[src/hdl/ille_pkg.sv]
// ----------------------------------------------------------------------------
// ille_pkg
// Shared types and codes of the indexed linked list engine: command and
// status codes, sequencer states, operation modes and free-pool controls.
// ----------------------------------------------------------------------------
`default_nettype none

package ille_pkg;

  // Fixed field widths
  localparam int VAL_W = 32;
  localparam int CMD_W = 3;
  localparam int POS_W = 7;
  localparam int STS_W = 2;

  // Command codes
  localparam logic [CMD_W-1:0] CMD_GET      = 3'd0;
  localparam logic [CMD_W-1:0] CMD_ADD_HEAD = 3'd1;
  localparam logic [CMD_W-1:0] CMD_ADD_TAIL = 3'd2;
  localparam logic [CMD_W-1:0] CMD_INSERT   = 3'd3;
  localparam logic [CMD_W-1:0] CMD_DELETE   = 3'd4;

  // Status codes
  localparam logic [STS_W-1:0] STS_DONE  = 2'd0;
  localparam logic [STS_W-1:0] STS_RANGE = 2'd1;
  localparam logic [STS_W-1:0] STS_FULL  = 2'd2;

  // Value returned when nothing is read
  localparam logic [VAL_W-1:0] NO_VALUE = '1;

  // Sequencer states
  typedef enum logic [2:0] {
    S_IDLE,
    S_WALK,
    S_DEL_NEXT,
    S_ALLOC,
    S_LINK,
    S_FIN
  } state_t;

  // Operation mode of the item in flight
  typedef enum logic [2:0] {
    M_NONE,
    M_GET,
    M_HEAD,
    M_TAIL,
    M_MID,
    M_DEL0,
    M_DELM
  } mode_t;

  // Free-pool controls from the sequencer
  typedef struct packed {
    logic prefetch;
    logic pop;
    logic push;
  } pool_ctl_t;

endpackage

`default_nettype wire

[src/hdl/indexed_linked_list_engine.sv]
// ----------------------------------------------------------------------------
// indexed_linked_list_engine
// Bounded singly linked list of signed 32-bit values in a node store, with
// head, tail and length registers and a free-slot pool.
// ----------------------------------------------------------------------------
// One item is in work at a time; the next is taken once its result sits in
// the output register. A request rejected for range or full goes straight to
// the finish state; add at head or tail passes through the allocate state and,
// for a tail add to a non-empty list, the link state. Get, insert and delete
// walk the list from the head, reading the node store once per link. The free
// pool starts from a counter of unused slots, so the block is ready right
// after reset with no clearing pass.
`default_nettype none

module indexed_linked_list_engine #(
  parameter int CAPACITY = 64
) (
  input  wire logic               clk,
  input  wire logic               rst_n,
  input  wire logic               in_valid,
  output logic                    in_ready,
  input  wire logic        [2:0]  in_command,
  input  wire logic        [6:0]  in_position,
  input  wire logic signed [31:0] in_item_value,
  output logic                    out_valid,
  input  wire logic               out_ready,
  output logic signed      [31:0] out_read_value,
  output logic             [1:0]  out_status,
  output logic             [6:0]  out_list_length
);

  localparam int IW   = $clog2(CAPACITY);
  localparam int LW   = $clog2(CAPACITY + 1);
  localparam int CMPW = (LW > ille_pkg::POS_W) ? LW : ille_pkg::POS_W;
  localparam int DW   = ille_pkg::VAL_W + LW;
  localparam logic [LW-1:0] NONE = LW'(CAPACITY);

  // Control state
  ille_pkg::state_t state_r, state_nxt;
  ille_pkg::mode_t  mode_r, mode_nxt;
  logic             out_valid_r, out_valid_nxt;
  logic [LW-1:0]    head_r, head_nxt;
  logic [LW-1:0]    tail_r, tail_nxt;
  logic [LW-1:0]    len_r, len_nxt;

  // Item payload and walk registers
  logic [ille_pkg::VAL_W-1:0] val_r, val_nxt;
  logic [LW-1:0]              cur_r, cur_nxt;
  logic [CMPW-1:0]            rem_r, rem_nxt;
  logic [LW-1:0]              victim_r, victim_nxt;
  logic [IW-1:0]              new_r, new_nxt;
  logic [ille_pkg::VAL_W-1:0] res_val_r, res_val_nxt;
  logic [ille_pkg::STS_W-1:0] res_st_r, res_st_nxt;
  logic [ille_pkg::VAL_W-1:0] out_val_r, out_val_nxt;
  logic [ille_pkg::STS_W-1:0] out_st_r, out_st_nxt;
  logic [ille_pkg::POS_W-1:0] out_len_r, out_len_nxt;

  // Node store
  logic [DW-1:0]              node_mem [CAPACITY];
  logic [DW-1:0]              nd_q_r;
  logic                       nd_re;
  logic [IW-1:0]              nd_raddr;
  logic                       nd_we_full;
  logic                       nd_we_link;
  logic [IW-1:0]              nd_waddr;
  logic [LW-1:0]              nd_wlink;
  logic [ille_pkg::VAL_W-1:0] nd_q_val;
  logic [LW-1:0]              nd_q_link;

  // Free pool
  ille_pkg::pool_ctl_t pool_ctl;
  logic [IW-1:0]       alloc_slot;
  logic [IW-1:0]       push_slot;

  // Request decode
  logic                       accept;
  logic                       fin_load;
  logic [CMPW-1:0]            pos_ext;
  logic [CMPW-1:0]            len_ext;
  logic                       full;
  ille_pkg::mode_t            dec_mode;
  logic [ille_pkg::STS_W-1:0] dec_st;
  logic [CMPW-1:0]            dec_rem;

  assign nd_q_val  = nd_q_r[DW-1:LW];
  assign nd_q_link = nd_q_r[LW-1:0];
  assign pos_ext   = CMPW'(in_position);
  assign len_ext   = CMPW'(len_r);
  assign full      = (len_r == NONE);
  assign in_ready  = (state_r == ille_pkg::S_IDLE);
  assign accept    = in_valid && in_ready;
  assign fin_load  = (state_r == ille_pkg::S_FIN) && (!out_valid_r || out_ready);

  assign out_valid       = out_valid_r;
  assign out_read_value  = out_val_r;
  assign out_status      = out_st_r;
  assign out_list_length = out_len_r;

  ille_free_pool #(
    .CAPACITY (CAPACITY)
  ) u_pool (
    .clk        (clk),
    .rst_n      (rst_n),
    .ctl        (pool_ctl),
    .push_slot  (push_slot),
    .alloc_slot (alloc_slot)
  );

  // Classify the request against the current length
  always_comb begin
    dec_mode = ille_pkg::M_NONE;
    dec_st   = ille_pkg::STS_DONE;
    dec_rem  = pos_ext - CMPW'(1);
    case (in_command)
      ille_pkg::CMD_GET: begin
        dec_rem = pos_ext;
        if (pos_ext >= len_ext) begin
          dec_st = ille_pkg::STS_RANGE;
        end else begin
          dec_mode = ille_pkg::M_GET;
        end
      end
      ille_pkg::CMD_ADD_HEAD, ille_pkg::CMD_ADD_TAIL: begin
        if (full) begin
          dec_st = ille_pkg::STS_FULL;
        end else if (in_command == ille_pkg::CMD_ADD_HEAD) begin
          dec_mode = ille_pkg::M_HEAD;
        end else begin
          dec_mode = ille_pkg::M_TAIL;
        end
      end
      ille_pkg::CMD_INSERT: begin
        if (pos_ext > len_ext) begin
          dec_st = ille_pkg::STS_RANGE;
        end else if (full) begin
          dec_st = ille_pkg::STS_FULL;
        end else if (pos_ext == '0) begin
          dec_mode = ille_pkg::M_HEAD;
        end else if (pos_ext == len_ext) begin
          dec_mode = ille_pkg::M_TAIL;
        end else begin
          dec_mode = ille_pkg::M_MID;
        end
      end
      ille_pkg::CMD_DELETE: begin
        if (pos_ext >= len_ext) begin
          dec_st = ille_pkg::STS_RANGE;
        end else if (pos_ext == '0) begin
          dec_mode = ille_pkg::M_DEL0;
        end else begin
          dec_mode = ille_pkg::M_DELM;
        end
      end
      default: begin
        dec_mode = ille_pkg::M_NONE;
      end
    endcase
  end

  // Next state of the sequencer
  always_comb begin
    state_nxt = state_r;
    case (state_r)
      ille_pkg::S_IDLE: begin
        if (accept) begin
          case (dec_mode)
            ille_pkg::M_GET, ille_pkg::M_MID, ille_pkg::M_DELM:
              state_nxt = ille_pkg::S_WALK;
            ille_pkg::M_DEL0:
              state_nxt = ille_pkg::S_DEL_NEXT;
            ille_pkg::M_HEAD, ille_pkg::M_TAIL:
              state_nxt = ille_pkg::S_ALLOC;
            default:
              state_nxt = ille_pkg::S_FIN;
          endcase
        end
      end
      ille_pkg::S_WALK: begin
        if (rem_r == '0) begin
          case (mode_r)
            ille_pkg::M_MID:  state_nxt = ille_pkg::S_ALLOC;
            ille_pkg::M_DELM: state_nxt = ille_pkg::S_DEL_NEXT;
            default:          state_nxt = ille_pkg::S_FIN;
          endcase
        end
      end
      ille_pkg::S_DEL_NEXT: begin
        state_nxt = ille_pkg::S_FIN;
      end
      ille_pkg::S_ALLOC: begin
        if (mode_r == ille_pkg::M_MID ||
            (mode_r == ille_pkg::M_TAIL && tail_r != NONE)) begin
          state_nxt = ille_pkg::S_LINK;
        end else begin
          state_nxt = ille_pkg::S_FIN;
        end
      end
      ille_pkg::S_LINK: begin
        state_nxt = ille_pkg::S_FIN;
      end
      ille_pkg::S_FIN: begin
        if (fin_load) begin
          state_nxt = ille_pkg::S_IDLE;
        end
      end
      default: begin
        state_nxt = ille_pkg::S_IDLE;
      end
    endcase
  end

  // Datapath, node store accesses and pool controls per state
  always_comb begin
    mode_nxt      = mode_r;
    head_nxt      = head_r;
    tail_nxt      = tail_r;
    len_nxt       = len_r;
    val_nxt       = val_r;
    cur_nxt       = cur_r;
    rem_nxt       = rem_r;
    victim_nxt    = victim_r;
    new_nxt       = new_r;
    res_val_nxt   = res_val_r;
    res_st_nxt    = res_st_r;
    out_val_nxt   = out_val_r;
    out_st_nxt    = out_st_r;
    out_len_nxt   = out_len_r;
    out_valid_nxt = out_valid_r && !out_ready;
    nd_re         = 1'b0;
    nd_raddr      = head_r[IW-1:0];
    nd_we_full    = 1'b0;
    nd_we_link    = 1'b0;
    nd_waddr      = cur_r[IW-1:0];
    nd_wlink      = NONE;
    pool_ctl      = '0;
    push_slot     = victim_r[IW-1:0];

    case (state_r)
      // Latch the item, start the walk at the head, prefetch a free slot for an add
      ille_pkg::S_IDLE: begin
        if (accept) begin
          mode_nxt    = dec_mode;
          val_nxt     = in_item_value;
          res_val_nxt = ille_pkg::NO_VALUE;
          res_st_nxt  = dec_st;
          cur_nxt     = head_r;
          victim_nxt  = head_r;
          rem_nxt     = dec_rem;
          if (dec_mode == ille_pkg::M_GET || dec_mode == ille_pkg::M_MID ||
              dec_mode == ille_pkg::M_DELM || dec_mode == ille_pkg::M_DEL0) begin
            nd_re = 1'b1;
          end
          if (dec_mode == ille_pkg::M_HEAD || dec_mode == ille_pkg::M_TAIL ||
              dec_mode == ille_pkg::M_MID) begin
            pool_ctl.prefetch = 1'b1;
          end
        end
      end
      // Follow one link per cycle until the target node is in the read register
      ille_pkg::S_WALK: begin
        if (rem_r != '0) begin
          nd_re    = 1'b1;
          nd_raddr = nd_q_link[IW-1:0];
          cur_nxt  = nd_q_link;
          rem_nxt  = rem_r - CMPW'(1);
        end else if (mode_r == ille_pkg::M_GET) begin
          res_val_nxt = nd_q_val;
        end else if (mode_r == ille_pkg::M_DELM) begin
          victim_nxt = nd_q_link;
          nd_re      = 1'b1;
          nd_raddr   = nd_q_link[IW-1:0];
        end
      end
      // Unlink the victim and return its slot
      ille_pkg::S_DEL_NEXT: begin
        pool_ctl.push = 1'b1;
        len_nxt       = len_r - LW'(1);
        if (mode_r == ille_pkg::M_DEL0) begin
          head_nxt = nd_q_link;
          if (nd_q_link == NONE) begin
            tail_nxt = NONE;
          end
        end else begin
          nd_we_link = 1'b1;
          nd_waddr   = cur_r[IW-1:0];
          nd_wlink   = nd_q_link;
          if (victim_r == tail_r) begin
            tail_nxt = cur_r;
          end
        end
      end
      // Fill the new node
      ille_pkg::S_ALLOC: begin
        pool_ctl.pop = 1'b1;
        len_nxt      = len_r + LW'(1);
        nd_we_full   = 1'b1;
        nd_waddr     = alloc_slot;
        new_nxt      = alloc_slot;
        case (mode_r)
          ille_pkg::M_HEAD: begin
            nd_wlink = head_r;
            head_nxt = LW'(alloc_slot);
            if (tail_r == NONE) begin
              tail_nxt = LW'(alloc_slot);
            end
          end
          ille_pkg::M_TAIL: begin
            nd_wlink = NONE;
            tail_nxt = LW'(alloc_slot);
            cur_nxt  = tail_r;
            if (tail_r == NONE) begin
              head_nxt = LW'(alloc_slot);
            end
          end
          default: begin
            nd_wlink = nd_q_link;
          end
        endcase
      end
      // Point the predecessor at the new node
      ille_pkg::S_LINK: begin
        nd_we_link = 1'b1;
        nd_waddr   = cur_r[IW-1:0];
        nd_wlink   = LW'(new_r);
      end
      // Hand the result to the output register
      ille_pkg::S_FIN: begin
        if (fin_load) begin
          out_valid_nxt = 1'b1;
          out_val_nxt   = res_val_r;
          out_st_nxt    = res_st_r;
          out_len_nxt   = len_ext[ille_pkg::POS_W-1:0];
        end
      end
      default: begin
        mode_nxt = ille_pkg::M_NONE;
      end
    endcase
  end

  // Control registers
  always_ff @(posedge clk) begin
    if (!rst_n) begin
      state_r     <= ille_pkg::S_IDLE;
      mode_r      <= ille_pkg::M_NONE;
      out_valid_r <= 1'b0;
      head_r      <= NONE;
      tail_r      <= NONE;
      len_r       <= '0;
    end else begin
      state_r     <= state_nxt;
      mode_r      <= mode_nxt;
      out_valid_r <= out_valid_nxt;
      head_r      <= head_nxt;
      tail_r      <= tail_nxt;
      len_r       <= len_nxt;
    end
  end

  // Payload registers
  always_ff @(posedge clk) begin
    val_r     <= val_nxt;
    cur_r     <= cur_nxt;
    rem_r     <= rem_nxt;
    victim_r  <= victim_nxt;
    new_r     <= new_nxt;
    res_val_r <= res_val_nxt;
    res_st_r  <= res_st_nxt;
    out_val_r <= out_val_nxt;
    out_st_r  <= out_st_nxt;
    out_len_r <= out_len_nxt;
  end

  // Node store: full-entry or link-only write, registered read
  always_ff @(posedge clk) begin
    if (nd_we_full) begin
      node_mem[nd_waddr] <= {val_r, nd_wlink};
    end else if (nd_we_link) begin
      node_mem[nd_waddr][LW-1:0] <= nd_wlink;
    end
    if (nd_re) begin
      nd_q_r <= node_mem[nd_raddr];
    end
  end

  // Length never exceeds the store
  a_len_bound: assert property (@(posedge clk) disable iff (!rst_n)
    len_r <= NONE)
    else $error("list length beyond capacity");

  // Empty list has no head and no tail
  a_head_empty: assert property (@(posedge clk) disable iff (!rst_n)
    (len_r == '0) == (head_r == NONE))
    else $error("head slot disagrees with list length");

  a_tail_empty: assert property (@(posedge clk) disable iff (!rst_n)
    (len_r == '0) == (tail_r == NONE))
    else $error("tail slot disagrees with list length");

  // An accepted item leaves the idle state
  a_busy: assert property (@(posedge clk) disable iff (!rst_n)
    accept |=> (state_r != ille_pkg::S_IDLE))
    else $error("accepted item did not start");

  // Walk reads never use the empty-link code
  a_walk_link: assert property (@(posedge clk) disable iff (!rst_n)
    (state_r == ille_pkg::S_WALK && rem_r != '0) |-> (nd_q_link != NONE))
    else $error("walk ran off the end of the list");

endmodule

`default_nettype wire

[src/hdl/ille_free_pool.sv]
// ----------------------------------------------------------------------------
// ille_free_pool
// Free-slot allocator: a stack memory of returned slots plus a counter of
// slots never handed out, so no clearing pass is needed after reset.
// ----------------------------------------------------------------------------
`default_nettype none

module ille_free_pool #(
  parameter int CAPACITY = 64
) (
  input  wire logic                        clk,
  input  wire logic                        rst_n,
  input  wire ille_pkg::pool_ctl_t         ctl,
  input  wire logic [$clog2(CAPACITY)-1:0] push_slot,
  output logic      [$clog2(CAPACITY)-1:0] alloc_slot
);

  localparam int IW = $clog2(CAPACITY);
  localparam int CW = $clog2(CAPACITY + 1);

  logic [IW-1:0] stk_mem [CAPACITY];
  logic [IW-1:0] top_q_r;
  logic [CW-1:0] stk_cnt_r, stk_cnt_nxt;
  logic [CW-1:0] fresh_r, fresh_nxt;
  logic [CW-1:0] top_idx;
  logic          stk_empty;

  assign stk_empty  = (stk_cnt_r == '0);
  assign top_idx    = stk_cnt_r - CW'(1);
  assign alloc_slot = stk_empty ? fresh_r[IW-1:0] : top_q_r;

  // Advance the stack depth and the fresh-slot counter
  always_comb begin
    stk_cnt_nxt = stk_cnt_r;
    fresh_nxt   = fresh_r;
    if (ctl.pop) begin
      if (stk_empty) begin
        fresh_nxt = fresh_r + CW'(1);
      end else begin
        stk_cnt_nxt = stk_cnt_r - CW'(1);
      end
    end else if (ctl.push) begin
      stk_cnt_nxt = stk_cnt_r + CW'(1);
    end
  end

  always_ff @(posedge clk) begin
    if (!rst_n) begin
      stk_cnt_r <= '0;
      fresh_r   <= '0;
    end else begin
      stk_cnt_r <= stk_cnt_nxt;
      fresh_r   <= fresh_nxt;
    end
  end

  // Stack memory: push at the top, read the top on a prefetch ahead of a pop
  always_ff @(posedge clk) begin
    if (ctl.push) begin
      stk_mem[stk_cnt_r[IW-1:0]] <= push_slot;
    end
    if (ctl.prefetch) begin
      top_q_r <= stk_mem[top_idx[IW-1:0]];
    end
  end

  // Returned slots never outnumber slots handed out
  a_stack_bound: assert property (@(posedge clk) disable iff (!rst_n)
    stk_cnt_r <= fresh_r)
    else $error("free stack holds more slots than were handed out");

  // A fresh slot is only taken while one is left
  a_fresh_left: assert property (@(posedge clk) disable iff (!rst_n)
    (ctl.pop && stk_empty) |-> (fresh_r < CW'(CAPACITY)))
    else $error("pop with no free slot");

  // Push never meets a pop or a prefetch in one cycle
  a_push_pop: assert property (@(posedge clk) disable iff (!rst_n)
    !(ctl.push && (ctl.pop || ctl.prefetch)))
    else $error("free pool push overlaps a pop");

endmodule

`default_nettype wire
[config.mk]
export PLATFORM = sky130hd
export DESIGN_NAME = indexed_linked_list_engine
export DESIGN_NICKNAME = d
export VERILOG_FILES = /design/src/hdl/ille_pkg.sv /design/src/hdl/indexed_linked_list_engine.sv /design/src/hdl/ille_free_pool.sv
export SDC_FILE = /design/constraint.sdc
export NUM_CORES = 2
export LEC_CHECK = 0
export BUFFER_PORTS_ARGS = -buffer_cell sky130_fd_sc_hd__buf_2
export CORE_MARGIN = 2
export CORE_UTILIZATION = 45
export DETAILED_ROUTE_END_ITERATION = 10
export GPL_ROUTABILITY_DRIVEN = 0
export SETUP_SLACK_MARGIN = 0.2
export SLEW_MARGIN = 30
export SYNTH_ARGS = -nofsm -noshare
export SYNTH_HDL_FRONTEND = slang
export SYNTH_SLANG_ARGS = --single-unit
[constraint.sdc]
create_clock -name clk -period 10.2 [get_ports clk]
set_input_delay 1.53 -clock clk [delete_from_list [all_inputs] [get_ports clk]]
set_output_delay 1.53 -clock clk [all_outputs]
set_load 0.02 [all_outputs]
After elaboration in Yosys (flattened, before gate mapping) --
Memories as Yosys holds them, arrays and structs flattened. A register that Yosys moved wholly into a read port is not among the register bits. Cells that the tools add are included.
Storage, ports and cells: register bits 176, bits in writable memories 2880, bits of input ports 46, output and inout bits 43, word-level logic and storage cells 199, memories kept 2
Memory list:
- node_mem | depth 64, bits a word 39, rd ports 1, clocked after memory_dff 1, write ports 1, line indexed_linked_list_engine.sv:59 | logic [DW-1:0] node_mem [CAPACITY];
- u_pool.stk_mem | depth 64, bits a word 6, rd ports 1, clocked after memory_dff 1, write ports 1, line ille_free_pool.sv:21 | logic [IW-1:0] stk_mem [CAPACITY];
Cells by class: add/subtract/negate cells 7, magnitude comparators 2, equal/unequal tests 43, multiplexer cells 84, bitwise gates (word level) 2, reductions and logical operators 41
Operators with widths (number):
- 7-bit two-way mux | 19
- 7-bit one-hot mux with 2 select lines | 8
- 32-bit two-way mux | 3
- 32-bit one-hot mux with 2 select lines | 1
- 7-bit one-hot mux with 3 select lines | 2
- 6-bit two-way mux | 6
- 7-bit by 1-bit subtractor with 7-bit output, second input constant | 4
- 3-bit == test, second input constant | 9
- 3-bit two-way mux | 9
- 3-bit by 2-bit == test with 1-bit output, second input constant | 8
- 1-bit two-way mux | 24
- 7-bit by 1-bit adder with 7-bit output, second input constant | 3
- 7-bit == test, second input constant | 3
- 7-bit logical NOT | 3
- 2-bit inequality test, second input constant | 10
- 3-bit one-hot mux with 5 select lines | 1
- 7-bit == test | 2
- 3-bit by 1-bit == test with 1-bit output, second input constant | 4
- 3-bit inequality test, second input constant | 4
- 3-bit one-hot mux with 2 select lines | 2
- 3-bit one-hot mux with 4 select lines | 1
- 4-bit AND reduction | 3
- 2-bit AND reduction | 5
- 5-bit AND reduction | 2
- other kinds (22) | 43

Logic depth before layout (Yosys ltp) --
depth after elaboration 13, depth in mapped cells 15

Cells and area by module --
A second synthesis with hierarchy kept.
Second synthesis, totals: cell total of the unflattened synthesis 8149, area total of the unflattened synthesis 121545.3 um^2
Modules (own cells, without submodules):
- indexed_linked_list_engine | times used 1, cells an instance 7272, area an instance 105103.3 um^2, sequential area each 80707.4 um^2
- ille_free_pool | times used 1, cells an instance 877, area an instance 16442.0 um^2, sequential area each 11971.5 um^2

Least setup slack after synthesis --
No wires, ideal clock.
kind input-to-reg, from input port in_position[4], to register nd_q_r[0], read port of node_mem (enable), library setup time 0.489 ns, data arrival time 5.775 ns, required time 9.711 ns, setup slack 3.936 ns, cell stages on the path 8, cells stage by stage ha_1 -> a21o_1 -> a21o_1 -> a21o_1 -> nor4_1 -> a221oi_1 -> mux2i_1 -> o21ai_0
On the way: cells in the longest elaborated chain, start to end 13, elaborated cells between the ends (all ways) 22, those cells by class order compare: 2; eq/ne: 5; mux: 11; reduce/logical: 4
Ends and longest elaborated chain:
- start: declaration | line indexed_linked_list_engine.sv:23 | input wire logic [6:0] in_position,
- 7-bit == test | line indexed_linked_list_engine.sv:139 | end else if (pos_ext == len_ext) begin
- 3-bit two-way mux | line indexed_linked_list_engine.sv:139
- 3-bit two-way mux | line indexed_linked_list_engine.sv:137 | end else if (pos_ext == '0) begin
- 3-bit two-way mux | line indexed_linked_list_engine.sv:135 | end else if (full) begin
- 3-bit two-way mux | line indexed_linked_list_engine.sv:133 | if (pos_ext > len_ext) begin
- 3-bit one-hot mux with 4 select lines (*) | line indexed_linked_list_engine.sv:114 | case (in_command)
- 3-bit by 1-bit == test with 1-bit output / 3-bit == test (equally long branches) | line indexed_linked_list_engine.sv:249 | if (dec_mode == ille_pkg::M_GET || dec_mode == ille_pkg::M_MID ||
- 1-bit logical OR (2 in series) | line indexed_linked_list_engine.sv:249
- 1-bit logical OR (*) | line indexed_linked_list_engine.sv:250 | dec_mode == ille_pkg::M_DELM || dec_mode == ille_pkg::M_DEL0) begin
- 1-bit two-way mux (*) | line indexed_linked_list_engine.sv:249
- 1-bit two-way mux (*) | line indexed_linked_list_engine.sv:241 | if (accept) begin
- 1-bit one-hot mux with 2 select lines (*) | line indexed_linked_list_engine.sv:238 | case (state_r)
- named net nd_re | line indexed_linked_list_engine.sv:61 | logic nd_re;
- end: declaration | line indexed_linked_list_engine.sv:60 | logic [DW-1:0] nd_q_r;
Mark *: on every way through the listed nets, which the timed path passes. The rest lies on a longest branch. A chain may end at the register's enable or synchronous reset.

Worst setup path in the final report --
from register state_r[2], to register nd_q_r[32], read port of node_mem, data pin
On the way: cells in the longest elaborated chain, start to end 4, elaborated cells between the ends (all ways) 6, those cells by class eq/ne: 1; mux: 3; reduce/logical: 2
Ends and longest elaborated chain:
- start: declaration | line indexed_linked_list_engine.sv:39 | ille_pkg::state_t state_r, state_nxt;
- start signal: assignment | line indexed_linked_list_engine.sv:344 | state_r <= ille_pkg::S_IDLE;
- start signal: assignment | line indexed_linked_list_engine.sv:351 | state_r <= state_nxt;
- 3-bit logical NOT | line indexed_linked_list_engine.sv:90, indexed_linked_list_engine.sv:238
- 1-bit logical AND | line indexed_linked_list_engine.sv:91 | assign accept = in_valid && in_ready;
- 1-bit two-way mux | line indexed_linked_list_engine.sv:241
- 1-bit one-hot mux with 2 select lines | line indexed_linked_list_engine.sv:238
Several ways; a longest one is shown, not always the timed one.

==> results.ini <==
[outcome]
outcome = completed

[logic_synthesis]
synth_fp_nets = 7716
async_flop_share_pct = 0
synth_warnings = 0
synth_area_um2 = 122000
yosys_most_used_dff = edfxtp_1
synth_cells = 7652
avgSynthCellArea_um2 = 15.9
ys_seq_area_share_pct = 76.1
synth_seq_cells = 3100
synth-edff-count = 3059
synthDistinctLibCells = 84

[finish]
drive_gt1_share_pct = 12.0
area.growth.synth_to_final_pct = 12.5
seq_area_um2 = 92700
multi_input_area_um2 = 27500
layout_commonest_cell = edfxtp_1
fillers = 21900
layout.nets = 7859
final_cell_mix = 3059 x edfxtp_1, 1275 x nand2_1, 694 x mux2i_1

[timing]
relSlewSlack_pct = 27.2
setup_viol = 0
hold_viol = 0
worstMarginPinSlew_ns = 1.09
setup_ws_ns = 4.62
setup_tns_ns = 0
clock.fmax_mhz = 179
grt_setup_unrepaired = no
drv_slew = 0
finClkSkew_ns = 0.0527
min_period_over_period_pct = 54.7
period_minus_slack_ns = 5.58

[setup_path]
crit_path_max_fanout = 39
critPathLaunchType = flop
cp_data_arrival_time_ns = 6.21
crit_type = reg -> reg
end_kind = flop
crit_required_ns = 10.83

[clock_tree]
clkLatencyLatePin_ns = 0.89
post_cts_buffers = 0
cts_hold_buffers = 0
clockBufferDepth = 4
cts.clk_slew.worst_paths_ns = 0.06
cts.sink_count = 3100
cts_buffers = 319
post_cts_resized = 0
htree_levels = 5
cts_tree = yes
root_buffer = clkbuf_16

[min_path]
timing.hold.worst.class = reg -> reg

[routing]
drtIter0Drc = 9360
drc = 0
via_per_inst = 6.01
wl_per_cell_um = 29.3
vias = 69900
postRouteAntennaNets = 0
wirelength_um = 340000
drt-pass1-iter-count = 6

[die]
dieArea_um2 = 275000
num_io_pins = 89
die_h_um = 524
start_util_pct = 45.1
die_w_um = 524
core_um2 = 270000
core.rowCount = 191

[power]
peakVddDrop_uv = 153
p_leak_nw = 47.5
power.density_nw_per_um2 = 243

[global_route]
grt_usage_pct = 24.1
grt_pass1_vias = 65700
overflow = 0
grt_max_degree = 136
antenna_found_initial = 25
grt_pass1_wl_um = 479000

[place]
portBuffers = 88
pre_cts_ws_ns = 4.49
post-dp-hpwl_um = 183000

[job]
drv_cap = 0

-- Yosys cell counts (9+ instances only) --
cell | count | area, µm²
buf_6 | 17 | 191
buf_2 | 121 | 606
nor2b_1 | 40 | 250
buf_1 | 62 | 233
mux2_2 | 12 | 135
o22a_1 | 29 | 254
o32a_1 | 36 | 360
and4_1 | 18 | 158
o32ai_1 | 101 | 885
a21boi_0 | 9 | 67.6
o211ai_1 | 12 | 90.1
dfxtp_1 | 41 | 821
o21ai_0 | 102 | 510
mux4_2 | 96 | 2160
a31oi_1 | 98 | 613
a22oi_1 | 26 | 195
clkbuf_1 | 184 | 691
a32oi_1 | 92 | 806
and3_1 | 40 | 250
nor2_1 | 256 | 961
nand4_1 | 129 | 807
mux2i_1 | 695 | 6960
nand3_1 | 301 | 1510
and2_1 | 18 | 113
ha_1 | 17 | 213
edfxtp_1 | 3059 | 91900
nor3_1 | 23 | 115
a222oi_1 | 25 | 250
o211a_1 | 9 | 90.1
a21o_1 | 10 | 75.1
xnor2_1 | 19 | 166
inv_1 | 36 | 135
o221ai_1 | 40 | 350
a21oi_1 | 136 | 681
a221oi_1 | 9 | 78.8
buf_4 | 77 | 578
o22ai_1 | 84 | 526
nand2_1 | 1286 | 4830
xor2_1 | 17 | 149
nand2b_1 | 44 | 275
a211oi_1 | 115 | 863
-- final timing paths --
kind | slack, ns | from | cells past startpoint | endpoint
max | 4.62 | state_r[2] | 10 | nd_q_r[32]
min | 0.40 | res_val_r[24] | 0 | out_read_value[24]
max reg2reg | 4.62 | state_r[2] | 10 | nd_q_r[32]
min reg2reg | 0.40 | res_val_r[24] | 0 | out_read_value[24]
-- state kept, by name, indices dropped and copies added (netlist names), 32 cells and up --
register and count:
nd_q_r 39, u_pool.stk_mem 384, node_mem 2496, out_read_value 32, res_val_r 32, val_r 32
-- per-stage QoR --
stage | instance area [µm²] | std cells | total power, mW | utilization, % | hold slack [ns]
floorplan | 122000 | 7652 | 19.4 | - | 0.400
global placement | 127000 | 11000 | 22.0 | 47.0 | 0.401
detailed placement | 127000 | 11000 | 22.1 | 47.0 | 0.405
CTS | 137000 | 11600 | 33.4 | 50.7 | 0.403
global route | 137000 | 11600 | 34.4 | 50.7 | 0.410
finish | 137000 | 11600 | 33.4 | 50.7 | 0.398
-- critical path, stage by stage (launching register included) --
cell	delay, ns
dfxtp_1	0.47
or3b_1	0.76
a21oi_4	0.56
o211ai_2	0.45
nand3_4	0.42
buf_4	0.67
buf_4	0.67
o32ai_1	0.17
a211oi_1	0.29
o22ai_1	0.22
or4_1	0.59
-- layer usage --
| layer | vias to the layer above | routed length (µm) | track usage, % |
|---|---|---|---|
| li1 | 30100 | - | - |
| met1 | 35800 | 142000 | 35.1 |
| met2 | 3449 | 156000 | 37.4 |
| met3 | 500 | 32900 | 4.38 |
| met4 | 6 | 8280 | 6.37 |
| met5 | - | 38 | 0 |
-- where the power goes --
part / switching [mW] / total, mW / leakage (nW) / internal, mW
Clock: 4.78 / 11.4 / 4.96 / 6.65
Combinational: 4.78 / 6.46 / 14.6 / 1.68
Sequential: 0.291 / 15.5 / 27.9 / 15.2
-- layout make-up --
class,instances,share of cell area (%)
Multi-Input combinational cell,4053,20.1
Antenna cell,6,0.0110
Tap cell,3570,3.26
Sequential cell,3100,67.6
Timing Repair Buffer,284,1.54
Clock inverter,165,1.13
Inverter,37,0.101
Clock buffer,405,6.25
-- logic make-up after synthesis --
logic type / Yosys count / synth area share (%)
AND/OR/NAND/NOR: 2200 / 7.91
AO/OA/AOI/OAI: 995 / 5.94
buffers and inverters: 499 / 2.01
multiplexers: 804 / 7.61
XOR/XNOR: 36 / 0.259
adder cells (fa/ha/maj): 18 / 0.191
flip-flops: 3100 / 76.1
No activity file was read; power rests on OpenSTA's default activity.
